File: src/rtl/pbq_pkg.sv
`timescale 1ns / 1ps
// Shared types and constants for the paged buffer issue/retire queue.
// No dependencies; used by the entry memory and the top level.
package pbq_pkg;

  // Fixed widths of the transaction fields.
  localparam int TAG_PORT_W = 16;
  localparam int PAGE_W     = 8;
  localparam int PAGE_MAX   = 255;

  typedef enum logic [1:0] {
    FUNC_ENQUEUE = 2'd0,
    FUNC_ISSUE   = 2'd1,
    FUNC_RETIRE  = 2'd2,
    FUNC_FLUSH   = 2'd3
  } func_t;

  typedef enum logic [1:0] {
    STAT_DONE  = 2'd0,
    STAT_EMPTY = 2'd1,
    STAT_FULL  = 2'd2
  } status_t;

  typedef enum logic [1:0] {
    ST_IDLE = 2'b01,
    ST_EXEC = 2'b10
  } state_t;

endpackage

File: src/rtl/paged_buffer_issue_retire_queue.sv
`timescale 1ns / 1ps
// Paged buffer issue/retire queue. Buffers (tag plus page count) are queued in order; issue
// hands out pages of the oldest buffer not yet fully issued, retire counts completed pages at
// the head and reports the tag when the head buffer is done, and flush reports every queued
// buffer in order, one result each. Each enqueue, issue or retire transaction first reads the
// addressed entry from the synchronous entry memory, then computes the result and updates the
// pointers. Flush first reads the head entry, then delivers one buffer per step, each result's
// step also reading the entry behind it. A finished result sits in an output register, so a
// stalled output only delays the next transaction once it wants to deliver. Depends on pbq_pkg
// and pbq_mem.
module paged_buffer_issue_retire_queue
  import pbq_pkg::*;
#(
  parameter int QUEUE_DEPTH = 16,
  parameter int MAX_PAGES   = 255,
  parameter int TAG_BITS    = 16
) (
  input  logic                  clk,
  input  logic                  rst,
  input  logic                  in_valid,
  output logic                  in_stall,
  input  logic [1:0]            func,
  input  logic [TAG_PORT_W-1:0] buffer_tag,
  input  logic [PAGE_W-1:0]     page_count,
  output logic                  out_valid,
  input  logic                  out_stall,
  output logic [1:0]            status,
  output logic [TAG_PORT_W-1:0] tag_out,
  output logic [PAGE_W-1:0]     page_index,
  output logic                  first_page,
  output logic                  buffer_done,
  output logic                  last
);

  localparam int IDX_W      = $clog2(QUEUE_DEPTH);
  localparam int CNT_W      = $clog2(QUEUE_DEPTH + 1);
  localparam int TAG_W      = (TAG_BITS < TAG_PORT_W) ? TAG_BITS : TAG_PORT_W;
  localparam int PAGE_CAP_I = (MAX_PAGES > PAGE_MAX) ? PAGE_MAX : MAX_PAGES;

  localparam logic [PAGE_W-1:0] PAGE_CAP  = PAGE_W'(PAGE_CAP_I);
  localparam logic [PAGE_W-1:0] PAGE_ONE  = PAGE_W'(1);
  localparam logic [CNT_W-1:0]  DEPTH_CNT = CNT_W'(QUEUE_DEPTH);
  localparam logic [CNT_W-1:0]  CNT_ONE   = CNT_W'(1);
  localparam logic [IDX_W-1:0]  LAST_IDX  = IDX_W'(QUEUE_DEPTH - 1);

  function automatic logic [IDX_W-1:0] next_slot(input logic [IDX_W-1:0] i);
    return (i == LAST_IDX) ? '0 : i + 1'b1;
  endfunction

  state_t             state, state_next;
  func_t              op_func;
  logic [TAG_W-1:0]   op_tag;
  logic [PAGE_W-1:0]  op_pages;
  logic [IDX_W-1:0]   head_index, head_index_next;
  logic [IDX_W-1:0]   issue_index, issue_index_next;
  logic [IDX_W-1:0]   tail_index, tail_index_next;
  logic [CNT_W-1:0]   entry_count, entry_count_next;
  logic [CNT_W-1:0]   unissued_count, unissued_count_next;
  logic [PAGE_W-1:0]  issue_page, issue_page_next;
  logic [PAGE_W-1:0]  retire_page, retire_page_next;

  logic               in_accept;
  logic               can_emit;
  logic               emit;
  logic               rd_en;
  logic [IDX_W-1:0]   rd_addr;
  logic [TAG_W-1:0]   rd_tag;
  logic [PAGE_W-1:0]  rd_pages;
  logic               wr_en;
  logic [PAGE_W-1:0]  pages_eff;
  logic               outstanding;

  status_t            res_status;
  logic [TAG_W-1:0]   res_tag;
  logic [PAGE_W-1:0]  res_page;
  logic               res_first;
  logic               res_done;
  logic               res_last;

  assign in_stall  = (state != ST_IDLE);
  assign in_accept = in_valid && (state == ST_IDLE);
  assign can_emit  = !out_valid || !out_stall;

  assign pages_eff = (op_pages == '0)      ? PAGE_ONE :
                     (op_pages > PAGE_CAP) ? PAGE_CAP : op_pages;

  always_comb begin
    if (entry_count == '0) begin
      outstanding = 1'b0;
    end else if (entry_count > unissued_count) begin
      outstanding = 1'b1;
    end else begin
      outstanding = (retire_page != issue_page);
    end
  end

  pbq_mem #(
    .DEPTH  (QUEUE_DEPTH),
    .TAG_W  (TAG_W),
    .ADDR_W (IDX_W)
  ) u_mem (
    .clk      (clk),
    .wr_en    (wr_en),
    .wr_addr  (tail_index),
    .wr_tag   (op_tag),
    .wr_pages (pages_eff),
    .rd_en    (rd_en),
    .rd_addr  (rd_addr),
    .rd_tag   (rd_tag),
    .rd_pages (rd_pages)
  );

  // Execute step. The memory is written only here and read only at accept or at the
  // next flush step, so a read never meets a write to the same slot in one cycle.
  always_comb begin
    state_next          = state;
    head_index_next     = head_index;
    issue_index_next    = issue_index;
    tail_index_next     = tail_index;
    entry_count_next    = entry_count;
    unissued_count_next = unissued_count;
    issue_page_next     = issue_page;
    retire_page_next    = retire_page;
    emit       = 1'b0;
    wr_en      = 1'b0;
    rd_en      = 1'b0;
    rd_addr    = (func_t'(func) == FUNC_ISSUE) ? issue_index : head_index;
    res_status = STAT_DONE;
    res_tag    = '0;
    res_page   = '0;
    res_first  = 1'b0;
    res_done   = 1'b0;
    res_last   = 1'b1;

    case (state)
      ST_IDLE: begin
        if (in_accept) begin
          rd_en      = 1'b1;
          state_next = ST_EXEC;
        end
      end

      ST_EXEC: begin
        if (can_emit) begin
          emit       = 1'b1;
          state_next = ST_IDLE;
          case (op_func)
            FUNC_ENQUEUE: begin
              if (entry_count >= DEPTH_CNT) begin
                res_status = STAT_FULL;
              end else begin
                wr_en = 1'b1;
                if (entry_count == '0) begin
                  head_index_next  = tail_index;
                  issue_index_next = tail_index;
                  issue_page_next  = PAGE_ONE;
                  retire_page_next = PAGE_ONE;
                end else if (unissued_count == '0) begin
                  issue_index_next = tail_index;
                  issue_page_next  = PAGE_ONE;
                end
                tail_index_next     = next_slot(tail_index);
                entry_count_next    = entry_count + CNT_ONE;
                unissued_count_next = unissued_count + CNT_ONE;
              end
            end

            FUNC_ISSUE: begin
              if (unissued_count == '0) begin
                res_status = STAT_EMPTY;
              end else begin
                res_tag   = rd_tag;
                res_page  = issue_page;
                res_first = (issue_page == PAGE_ONE);
                if (issue_page >= rd_pages) begin
                  issue_index_next    = next_slot(issue_index);
                  unissued_count_next = unissued_count - CNT_ONE;
                  issue_page_next     = PAGE_ONE;
                end else begin
                  issue_page_next = issue_page + PAGE_ONE;
                end
              end
            end

            FUNC_RETIRE: begin
              if (!outstanding) begin
                res_status = STAT_EMPTY;
              end else if (retire_page >= rd_pages) begin
                res_tag          = rd_tag;
                res_done         = 1'b1;
                head_index_next  = next_slot(head_index);
                entry_count_next = entry_count - CNT_ONE;
                retire_page_next = PAGE_ONE;
              end else begin
                retire_page_next = retire_page + PAGE_ONE;
              end
            end

            default: begin
              // Flush reports one buffer per pass, re-reading the memory at the new head.
              if (entry_count == '0) begin
                res_status = STAT_EMPTY;
              end else begin
                res_tag  = rd_tag;
                res_done = 1'b1;
                if (entry_count == CNT_ONE) begin
                  head_index_next     = tail_index;
                  issue_index_next    = tail_index;
                  entry_count_next    = '0;
                  unissued_count_next = '0;
                  issue_page_next     = PAGE_ONE;
                  retire_page_next    = PAGE_ONE;
                end else begin
                  res_last         = 1'b0;
                  head_index_next  = next_slot(head_index);
                  entry_count_next = entry_count - CNT_ONE;
                  rd_en            = 1'b1;
                  rd_addr          = next_slot(head_index);
                  state_next       = ST_EXEC;
                end
              end
            end
          endcase
        end
      end

      default: begin
        state_next = ST_IDLE;
      end
    endcase
  end

  always_ff @(posedge clk) begin
    if (rst) begin
      state          <= ST_IDLE;
      head_index     <= '0;
      issue_index    <= '0;
      tail_index     <= '0;
      entry_count    <= '0;
      unissued_count <= '0;
      issue_page     <= PAGE_ONE;
      retire_page    <= PAGE_ONE;
      out_valid      <= 1'b0;
    end else begin
      state          <= state_next;
      head_index     <= head_index_next;
      issue_index    <= issue_index_next;
      tail_index     <= tail_index_next;
      entry_count    <= entry_count_next;
      unissued_count <= unissued_count_next;
      issue_page     <= issue_page_next;
      retire_page    <= retire_page_next;
      if (emit) begin
        out_valid <= 1'b1;
      end else if (!out_stall) begin
        out_valid <= 1'b0;
      end
    end
  end

  always_ff @(posedge clk) begin
    if (in_accept) begin
      op_func  <= func_t'(func);
      op_tag   <= buffer_tag[TAG_W-1:0];
      op_pages <= page_count;
    end
    if (emit) begin
      status      <= res_status;
      tag_out     <= TAG_PORT_W'(res_tag);
      page_index  <= res_page;
      first_page  <= res_first;
      buffer_done <= res_done;
      last        <= res_last;
    end
  end

endmodule

File: src/rtl/pbq_mem.sv
`timescale 1ns / 1ps
// Entry store of the queue: tag and page count for each slot.
// One write port, one read port with registered read data. Uses pbq_pkg.
module pbq_mem
  import pbq_pkg::*;
#(
  parameter int DEPTH  = 16,
  parameter int TAG_W  = 16,
  parameter int ADDR_W = 4
) (
  input  logic              clk,
  input  logic              wr_en,
  input  logic [ADDR_W-1:0] wr_addr,
  input  logic [TAG_W-1:0]  wr_tag,
  input  logic [PAGE_W-1:0] wr_pages,
  input  logic              rd_en,
  input  logic [ADDR_W-1:0] rd_addr,
  output logic [TAG_W-1:0]  rd_tag,
  output logic [PAGE_W-1:0] rd_pages
);

  localparam int WORD_W = TAG_W + PAGE_W;

  logic [WORD_W-1:0] mem [DEPTH];
  logic [WORD_W-1:0] rd_data;

  always_ff @(posedge clk) begin
    if (wr_en) begin
      mem[wr_addr] <= {wr_tag, wr_pages};
    end
  end

  // Read data holds when no read is issued, so a stalled result keeps its operands.
  always_ff @(posedge clk) begin
    if (rd_en) begin
      rd_data <= mem[rd_addr];
    end
  end

  assign rd_tag   = rd_data[WORD_W-1:PAGE_W];
  assign rd_pages = rd_data[PAGE_W-1:0];

endmodule
File: config.mk
export PLATFORM = sky130hd
export DESIGN_NAME = paged_buffer_issue_retire_queue
export DESIGN_NICKNAME = d
export VERILOG_FILES = /design/src/rtl/pbq_pkg.sv /design/src/rtl/paged_buffer_issue_retire_queue.sv /design/src/rtl/pbq_mem.sv
export SDC_FILE = /design/constraint.sdc
export NUM_CORES = 1
export LEC_CHECK = 0
export ABC_AREA = 1
export BUFFER_PORTS_ARGS = -buffer_cell sky130_fd_sc_hd__clkbuf_2
export CORE_ASPECT_RATIO = 1.4
export CORE_MARGIN = 3
export CORE_UTILIZATION = 55
export DETAILED_ROUTE_END_ITERATION = 16
export GPL_ROUTABILITY_DRIVEN = 1
export PLACE_DENSITY = 0.72
export REMOVE_ABC_BUFFERS = 1
export SYNTH_ARGS = -nofsm -noshare
export SYNTH_HDL_FRONTEND = slang
export SYNTH_SLANG_ARGS = --single-unit
File: constraint.sdc
create_clock -name clk -period 4 [get_ports clk]
set_input_delay 0.2 -clock clk [delete_from_list [all_inputs] [get_ports clk]]
set_output_delay 0.2 -clock clk [all_outputs]
set_load 0.1 [all_outputs]
== Word-level counts from Yosys, hierarchy flattened ==
Memories as Yosys holds them, arrays and structs flattened. A register that Yosys moved wholly into a read port is not among the register bits.
Index checks and enable logic that the tools add are counted.

* $add $sub $neg: 9
* $mul: 0
* Divide/modulo/power cells: 0
* $lt $le $gt $ge: 5
* Eq/ne operators: 24
* Shifts and indexed selects: 0
* Mux-type cells: 90
* Bitwise gates (word level): 5
* Reductions and logical operators: 23

{| class="wikitable"
|+ Operators with widths
! kind !! count
|-
| 2-to-1 mux 8 bit || 13
|-
| 2-to-1 mux 4 bit || 22
|-
| 2-to-1 mux 16 bit || 4
|-
| 2-to-1 mux 5 bit || 10
|-
| case mux 16 bit (3 select lines) || 1
|-
| case mux 8 bit (3 select lines) || 2
|-
| AND reduction 8 bit || 4
|-
| case mux 5 bit (3 select lines) || 2
|-
| 2-to-1 mux 1 bit || 24
|-
| case mux 4 bit (3 select lines) || 2
|-
| adder 8 x 1 -> 8 bit, second input constant || 2
|-
| greater-or-equal comparator 8 bit || 2
|-
| != test 2 bit, second input constant || 8
|-
| adder 4 x 1 -> 4 bit, second input constant || 3
|-
| equality test 4 bit, second input constant || 3
|-
| 2-to-1 mux 2 bit || 6
|-
| adder 5 x 1 -> 5 bit, second input constant || 2
|-
| logical NOT 5 bit || 2
|-
| subtractor 5 x 1 -> 5 bit, second input constant || 2
|-
| AND reduction 9 bit || 1
|-
| equality test 8 x 1 -> 1 bit, second input constant || 1
|-
| greater-than comparator 8 bit, second input constant || 1
|-
| logical NOT 8 bit || 1
|-
| != test 8 bit || 1
|-
| other kinds (24) || 37
|}

* Register bits after elaboration: 96
* Latch bits: 0
* RAM bits: 384
* Memory bits (read-only): 0
* Bits of input ports: 30
* Output and inout bits: 31
* Word-level logic and storage cells: 175
* Memories: 1

{| class="wikitable"
|+ Memory list
! name !! depth !! width !! rd ports !! clocked after memory_dff !! wr ports !! line !! text
|-
| u_mem.mem || 16 || 24 || 1 || 1 || 1 || pbq_mem.sv:24 || <nowiki>logic [WORD_W-1:0] mem [DEPTH];</nowiki>
|}

== Longest topological paths before layout ==
* Word-level depth: 7
* Gate-level depth with buffers: 16
* Gate-level depth less buffers: 15

== By module ==
A second synthesis with hierarchy kept.

* Cell total of the unflattened synthesis: 2265
* Area, all modules: 22615.4 µm²

{| class="wikitable"
|+ By module, submodules not included
! module !! instances !! cells each !! area an instance (µm²) !! seq. area each (µm²)
|-
| pbq_mem || 1 || 1597 || 17191.5 || 12251.8
|-
| paged_buffer_issue_retire_queue || 1 || 668 || 5424.0 || 2472.4
|}

== Worst setup path after synthesis ==
No wires, ideal clock.

* Path kind: reg-to-reg
* From: reg out_valid
* To: mem u_mem.mem[0][0] in the netlist's numbering (enable)
* Library setup time: 405 ps
* Data arrival time: 2861 ps
* Required time: 3595 ps
* Slack: 735 ps
* Cell stages (with the launch flop): 7
* Buffers on the path: 1
* Clock period less this slack: 3265 ps
* Cell sequence: dfxtp_1 > a21oi_2 > buf_4 > nand2_1 > inv_1 > nand2_1 > nor2_1

* Longest elaborated chain between the ends: 6

{| class="wikitable"
|+ RTL lines
! item !! line !! text
|-
| start: declaration || paged_buffer_issue_retire_queue.sv:25 || <nowiki>output logic out_valid,</nowiki>
|-
| start signal: assignment || paged_buffer_issue_retire_queue.sv:243 || <nowiki>out_valid <= 1'b0;</nowiki>
|-
| start signal: assignment || paged_buffer_issue_retire_queue.sv:254 || <nowiki>out_valid <= 1'b1;</nowiki>
|-
| start signal: assignment || paged_buffer_issue_retire_queue.sv:256 || <nowiki>out_valid <= 1'b0;</nowiki>
|-
| logical NOT 1 bit || paged_buffer_issue_retire_queue.sv:82 || <nowiki>assign can_emit = !out_valid || !out_stall;</nowiki>
|-
| logical OR 1 bit || paged_buffer_issue_retire_queue.sv:82 ||
|-
| 2-to-1 mux 1 bit || paged_buffer_issue_retire_queue.sv:144 || <nowiki>if (can_emit) begin</nowiki>
|-
| 2-to-1 mux 1 bit || paged_buffer_issue_retire_queue.sv:135 || <nowiki>case (state)</nowiki>
|-
| 2-to-1 mux 1 bit || pbq_mem.sv:28 || <nowiki>if (wr_en) begin</nowiki>
|-
| 2-to-1 mux 1 bit (not written as such) || pbq_mem.sv:29 || <nowiki>mem[wr_addr] <= {wr_tag, wr_pages};</nowiki>
|-
| end: declaration || pbq_mem.sv:24 ||
|}

No other way between the ends.

== Final worst setup path ==
* From: reg state[0]
* To: reg u_mem.rd_data[12] (read register of u_mem.mem) (data pin)

* Longest elaborated chain between the ends: 4
* Elaborated cells on any way between the ends: 6

{| class="wikitable"
|+ RTL lines
! item !! line !! text
|-
| start: declaration || paged_buffer_issue_retire_queue.sv:50 || <nowiki>state_t state, state_next;</nowiki>
|-
| start signal: assignment || paged_buffer_issue_retire_queue.sv:245 || <nowiki>state <= state_next;</nowiki>
|-
| equality test 2 x 1 -> 1 bit || paged_buffer_issue_retire_queue.sv:81, paged_buffer_issue_retire_queue.sv:135 ||
|-
| logical AND 1 bit || paged_buffer_issue_retire_queue.sv:81 || <nowiki>assign in_accept = in_valid && (state == ST_IDLE);</nowiki>
|-
| 2-to-1 mux 1 bit || paged_buffer_issue_retire_queue.sv:137 || <nowiki>if (in_accept) begin</nowiki>
|-
| case mux 1 bit (2 select lines) || paged_buffer_issue_retire_queue.sv:135 ||
|-
| end: declaration || pbq_mem.sv:25 || <nowiki>logic [WORD_W-1:0] rd_data;</nowiki>
|}

Several ways; a longest one is shown, not always the timed one.
A chain may end at the register's enable or synchronous reset.

==> results.toml <==
[status]
status = "finished clean"

[timing]
final_hold_viol_count = 0
max_freq_mhz = 305.1
hold_ws_ns = 0.1479
max-slew-margin-rel_pct = 38.47
fin_skew_ns = 0.01386
final-setup-viol-count = 0
min_period_ns = 3.277
fin_crit_sh_pct = 81.93
worst_pin_slew_ns = 0.9230
slew_viol_final = 0
rsz0062_at_grt = "false"

[critical_path]
timing.rr.end = "u_mem.rd_data[12]"
required_ns = 4.32
end_kind = "register"
start_kind = "register"
worstPathArrival_ns = 3.60
reg2reg_slack_ns = 0.72
crit_fanout = 79
r2r.worst_path.cells = 14
crit_type = "register to register"
r2r_start = "state[0]"

[min_path]
hold_end = "state[0]"
hp-class = "input pin to register"
hold_depth = 4
hold_start = "in_valid"

[synthesis]
synth_top_area_cell = "edfxtp_1"
netlist_area_um2 = 22690
synth_top_area_share_pct = 61.26
synth_area_leaders = "edfxtp_1, nand2_1, nand3_1"
seq_area_frac_synth_pct = 64.88
syn_inst = 2265
avgSynthCellArea_um2 = 10.02
yosysUniqueCellTypes = 42
yosysWarnings = 0
synth_seq_cells = 504

[drt]
dr.first_iter.drc_count = 1389
drt_wl_total_mm = 54.43
via_per_inst = 5.460
ant_nets = 0
wl_per_cell_um = 18.60
drc = 0
dr.pass1.iters = 5
route.vias.total = 15980

[global_route]
grt_pass1_vias = 15680
grt_overflow = 0
grt_pass1_wl_mm = 83.73
grt_max_degree = 80
grt_usage_pct = 24.96
antenna_found_initial = 0

[power]
p_leak_uw = 0.01106
powerDensity_nw_per_um2 = 487.1
p_sw_uw = 3372
combPwrFrac_pct = 12.8
intPower_uw = 9083
clkPwrFrac_pct = 35.5
irDropWorstVdd_mv = 0.4241
sw_frac_of_total_pct = 27.07
finalPower_uw = 12450
seq_power_share_pct = 51.7

[cells_and_area]
syn_to_final_growth_pct = 12.66
drive_above_1_share_pct = 8.779
diodes = 0
nNetsFinal = 2426

[clock_network]
numCtsBuffers = 49
h-tree-depth = 2
cts.clk_slew.worst_paths_ns = 0.06
cts_tree = "yes"
numClockSinks = 504
cts_resized = 0
clockBufferDepth = 3
cts_root_buffer = "clkbuf_16"
worstSkewPairLatency_ns = 0.57

[floorplanning]
die_x_um = 177.7
coreArea_um2 = 40490
dieArea_um2 = 43770
io_pins = 61
initial_core_util_pct = 56.04
num_rows = 87
die_h_um = 246.4

[run]
maxCapViolations = 0

[place]
dp_hpwl_mm = 31.81
port-buffer-count = 60
gp_congestion = 0.8486
-- worst max-delay path by stage --
| stage | startpoint | endpoint | cells after the start |
|---|---|---|---|
| after floorplan | out_valid | u_mem.rd_data[11] | 10 |
| after global placement | state[0] | u_mem.rd_data[13] | 14 |
| after detailed placement | state[0] | u_mem.rd_data[11] | 14 |
| after CTS | state[0] | u_mem.rd_data[11] | 14 |
| after global routing | state[0] | u_mem.rd_data[19] | 14 |
| final | state[0] | u_mem.rd_data[12] | 14 |
-- area by class of cell --
class,count,area (um^2)
multi-input combinational,1230,6000
tap,534,668.1
inverter,437,1640
clock inverter,25,212.7
timing repair buffer,134,1016
fill,3149,14930
sequential,504,14720
clock buffer,62,1306
-- power groups by stage --
stage | sequential (uW) | combinational [uW] | clock, uW
finish | 6430 | 1590 | 4430
floorplan | 6660 | 845 | 0
global route | 6460 | 1730 | 4700
CTS | 6430 | 1580 | 4500
detailed placement | 6540 | 1550 | 0
global placement | 6530 | 1510 | 0
-- sequential cells by signal, indices dropped and copies added, names as in the netlist --
register,count
first_page,1
buffer_done,1
state,2
u_mem.mem,384
out_valid,1
unissued_count,5
retire_page,8
tag_out,16
issue_index,4
u_mem.rd_data,24
issue_page,8
head_index,4
op_tag,16
tail_index,4
status,2
last,1
page_index,8
entry_count,5
op_func,2
op_pages,8
-- kinds of logic (layout without fill, tap and decap cells) --
logic type	Yosys count	after routing	synth area share, %
AO/OA/AOI/OAI	90	90	2.244
XOR/XNOR	17	17	0.6561
adder cells (fa/ha/maj)	40	40	2.238
buffers and inverters	531	658	9.505
flip-flops	504	504	64.88
AND/OR/NAND/NOR	1083	1083	20.48
-- metal layers --
layer / GRT usage, % / share of wire (%)
met1: 30.78 / 38
met4: 12.04 / 4.7
met2: 43.30 / 50
met3: 3.269 / 7.0
met5: 0 / 0
-- worst max-delay path, stage by stage (launching register included) --
cell,delay [ns]
dfxtp_1,0.32
inv_1,0.08
ha_1,0.21
inv_2,0.08
a21oi_4,0.44
nand3_2,0.21
nor2_2,0.21
nand2_1,0.16
nand2_8,0.41
buf_4,0.40
nand2_1,0.10
nand3_1,0.09
nand3_1,0.09
nand3_1,0.10
nand2_1,0.06
-- per-stage QoR --
step                utilization, %  cells  cell area [um^2]  setup TNS, ns  setup WS, ns
floorplan                        -   2171             22180         -78.19        -2.156
global placement             58.67   2810             23760              0        0.8744
detailed placement           58.67   2810             23760              0        0.7632
CTS                          63.14   2926             25570              0        0.7377
global route                 63.14   2926             25570              0        0.4994
finish                       63.14   2926             25570              0        0.7227
-- cell usage after synthesis --
library cell / count
inv_2: 5
nor2_2: 1
o21ai_2: 3
o211a_1: 1
nor2_4: 1
dfxtp_1: 41
o22ai_1: 3
buf_2: 41
xnor2_1: 4
o221ai_1: 1
nand3_4: 1
inv_1: 432
nor3b_1: 1
o21ai_1: 1
nor2_1: 105
fa_1: 1
nand3_2: 2
edfxtp_1: 463
a21oi_1: 29
o22ai_2: 1
ha_1: 39
clkbuf_1: 24
a21o_1: 3
a21oi_2: 1
nor3_1: 8
nand3b_1: 16
o21bai_1: 2
o211ai_1: 1
a31oi_1: 3
nand3_1: 337
o31ai_1: 1
nand4_1: 11
o21ai_0: 39
nand4_4: 1
buf_1: 2
nand2_1: 597
nor4_1: 1
xor2_1: 13
o21a_1: 1
buf_6: 3
buf_4: 24
nand2_2: 1
-- cells in the final DEF, fill, tap and decap left out, drive strengths merged --
| cell type | n |
|---|---|
| inv | 438 |
| nor3 | 8 |
| clkinvlp | 1 |
| nand3 | 340 |
| o21ai | 43 |
| edfxtp | 463 |
| o21bai | 2 |
| nand3b | 16 |
| clkbuf | 122 |
| a21o | 3 |
| o221ai | 1 |
| buf | 45 |
| o21a | 1 |
| o211ai | 1 |
| o211a | 1 |
| o31ai | 1 |
| a21oi | 30 |
| dlygate4sd3 | 29 |
| nor3b | 1 |
| xnor2 | 4 |
| ha | 39 |
| bufinv | 3 |
| nor4 | 1 |
| fa | 1 |
| dfxtp | 41 |
| xor2 | 13 |
| nand2 | 598 |
| o22ai | 4 |
| nor2 | 107 |
| nand4 | 12 |
| clkinv | 20 |
| a31oi | 3 |
-- what timing repair did --
action                                 4_1_cts  5_1_grt
buffers inserted                             0        0
endpoints found under the hold margin       28        0
hold buffers                                29        0
(Power assumes the default switching activity.)
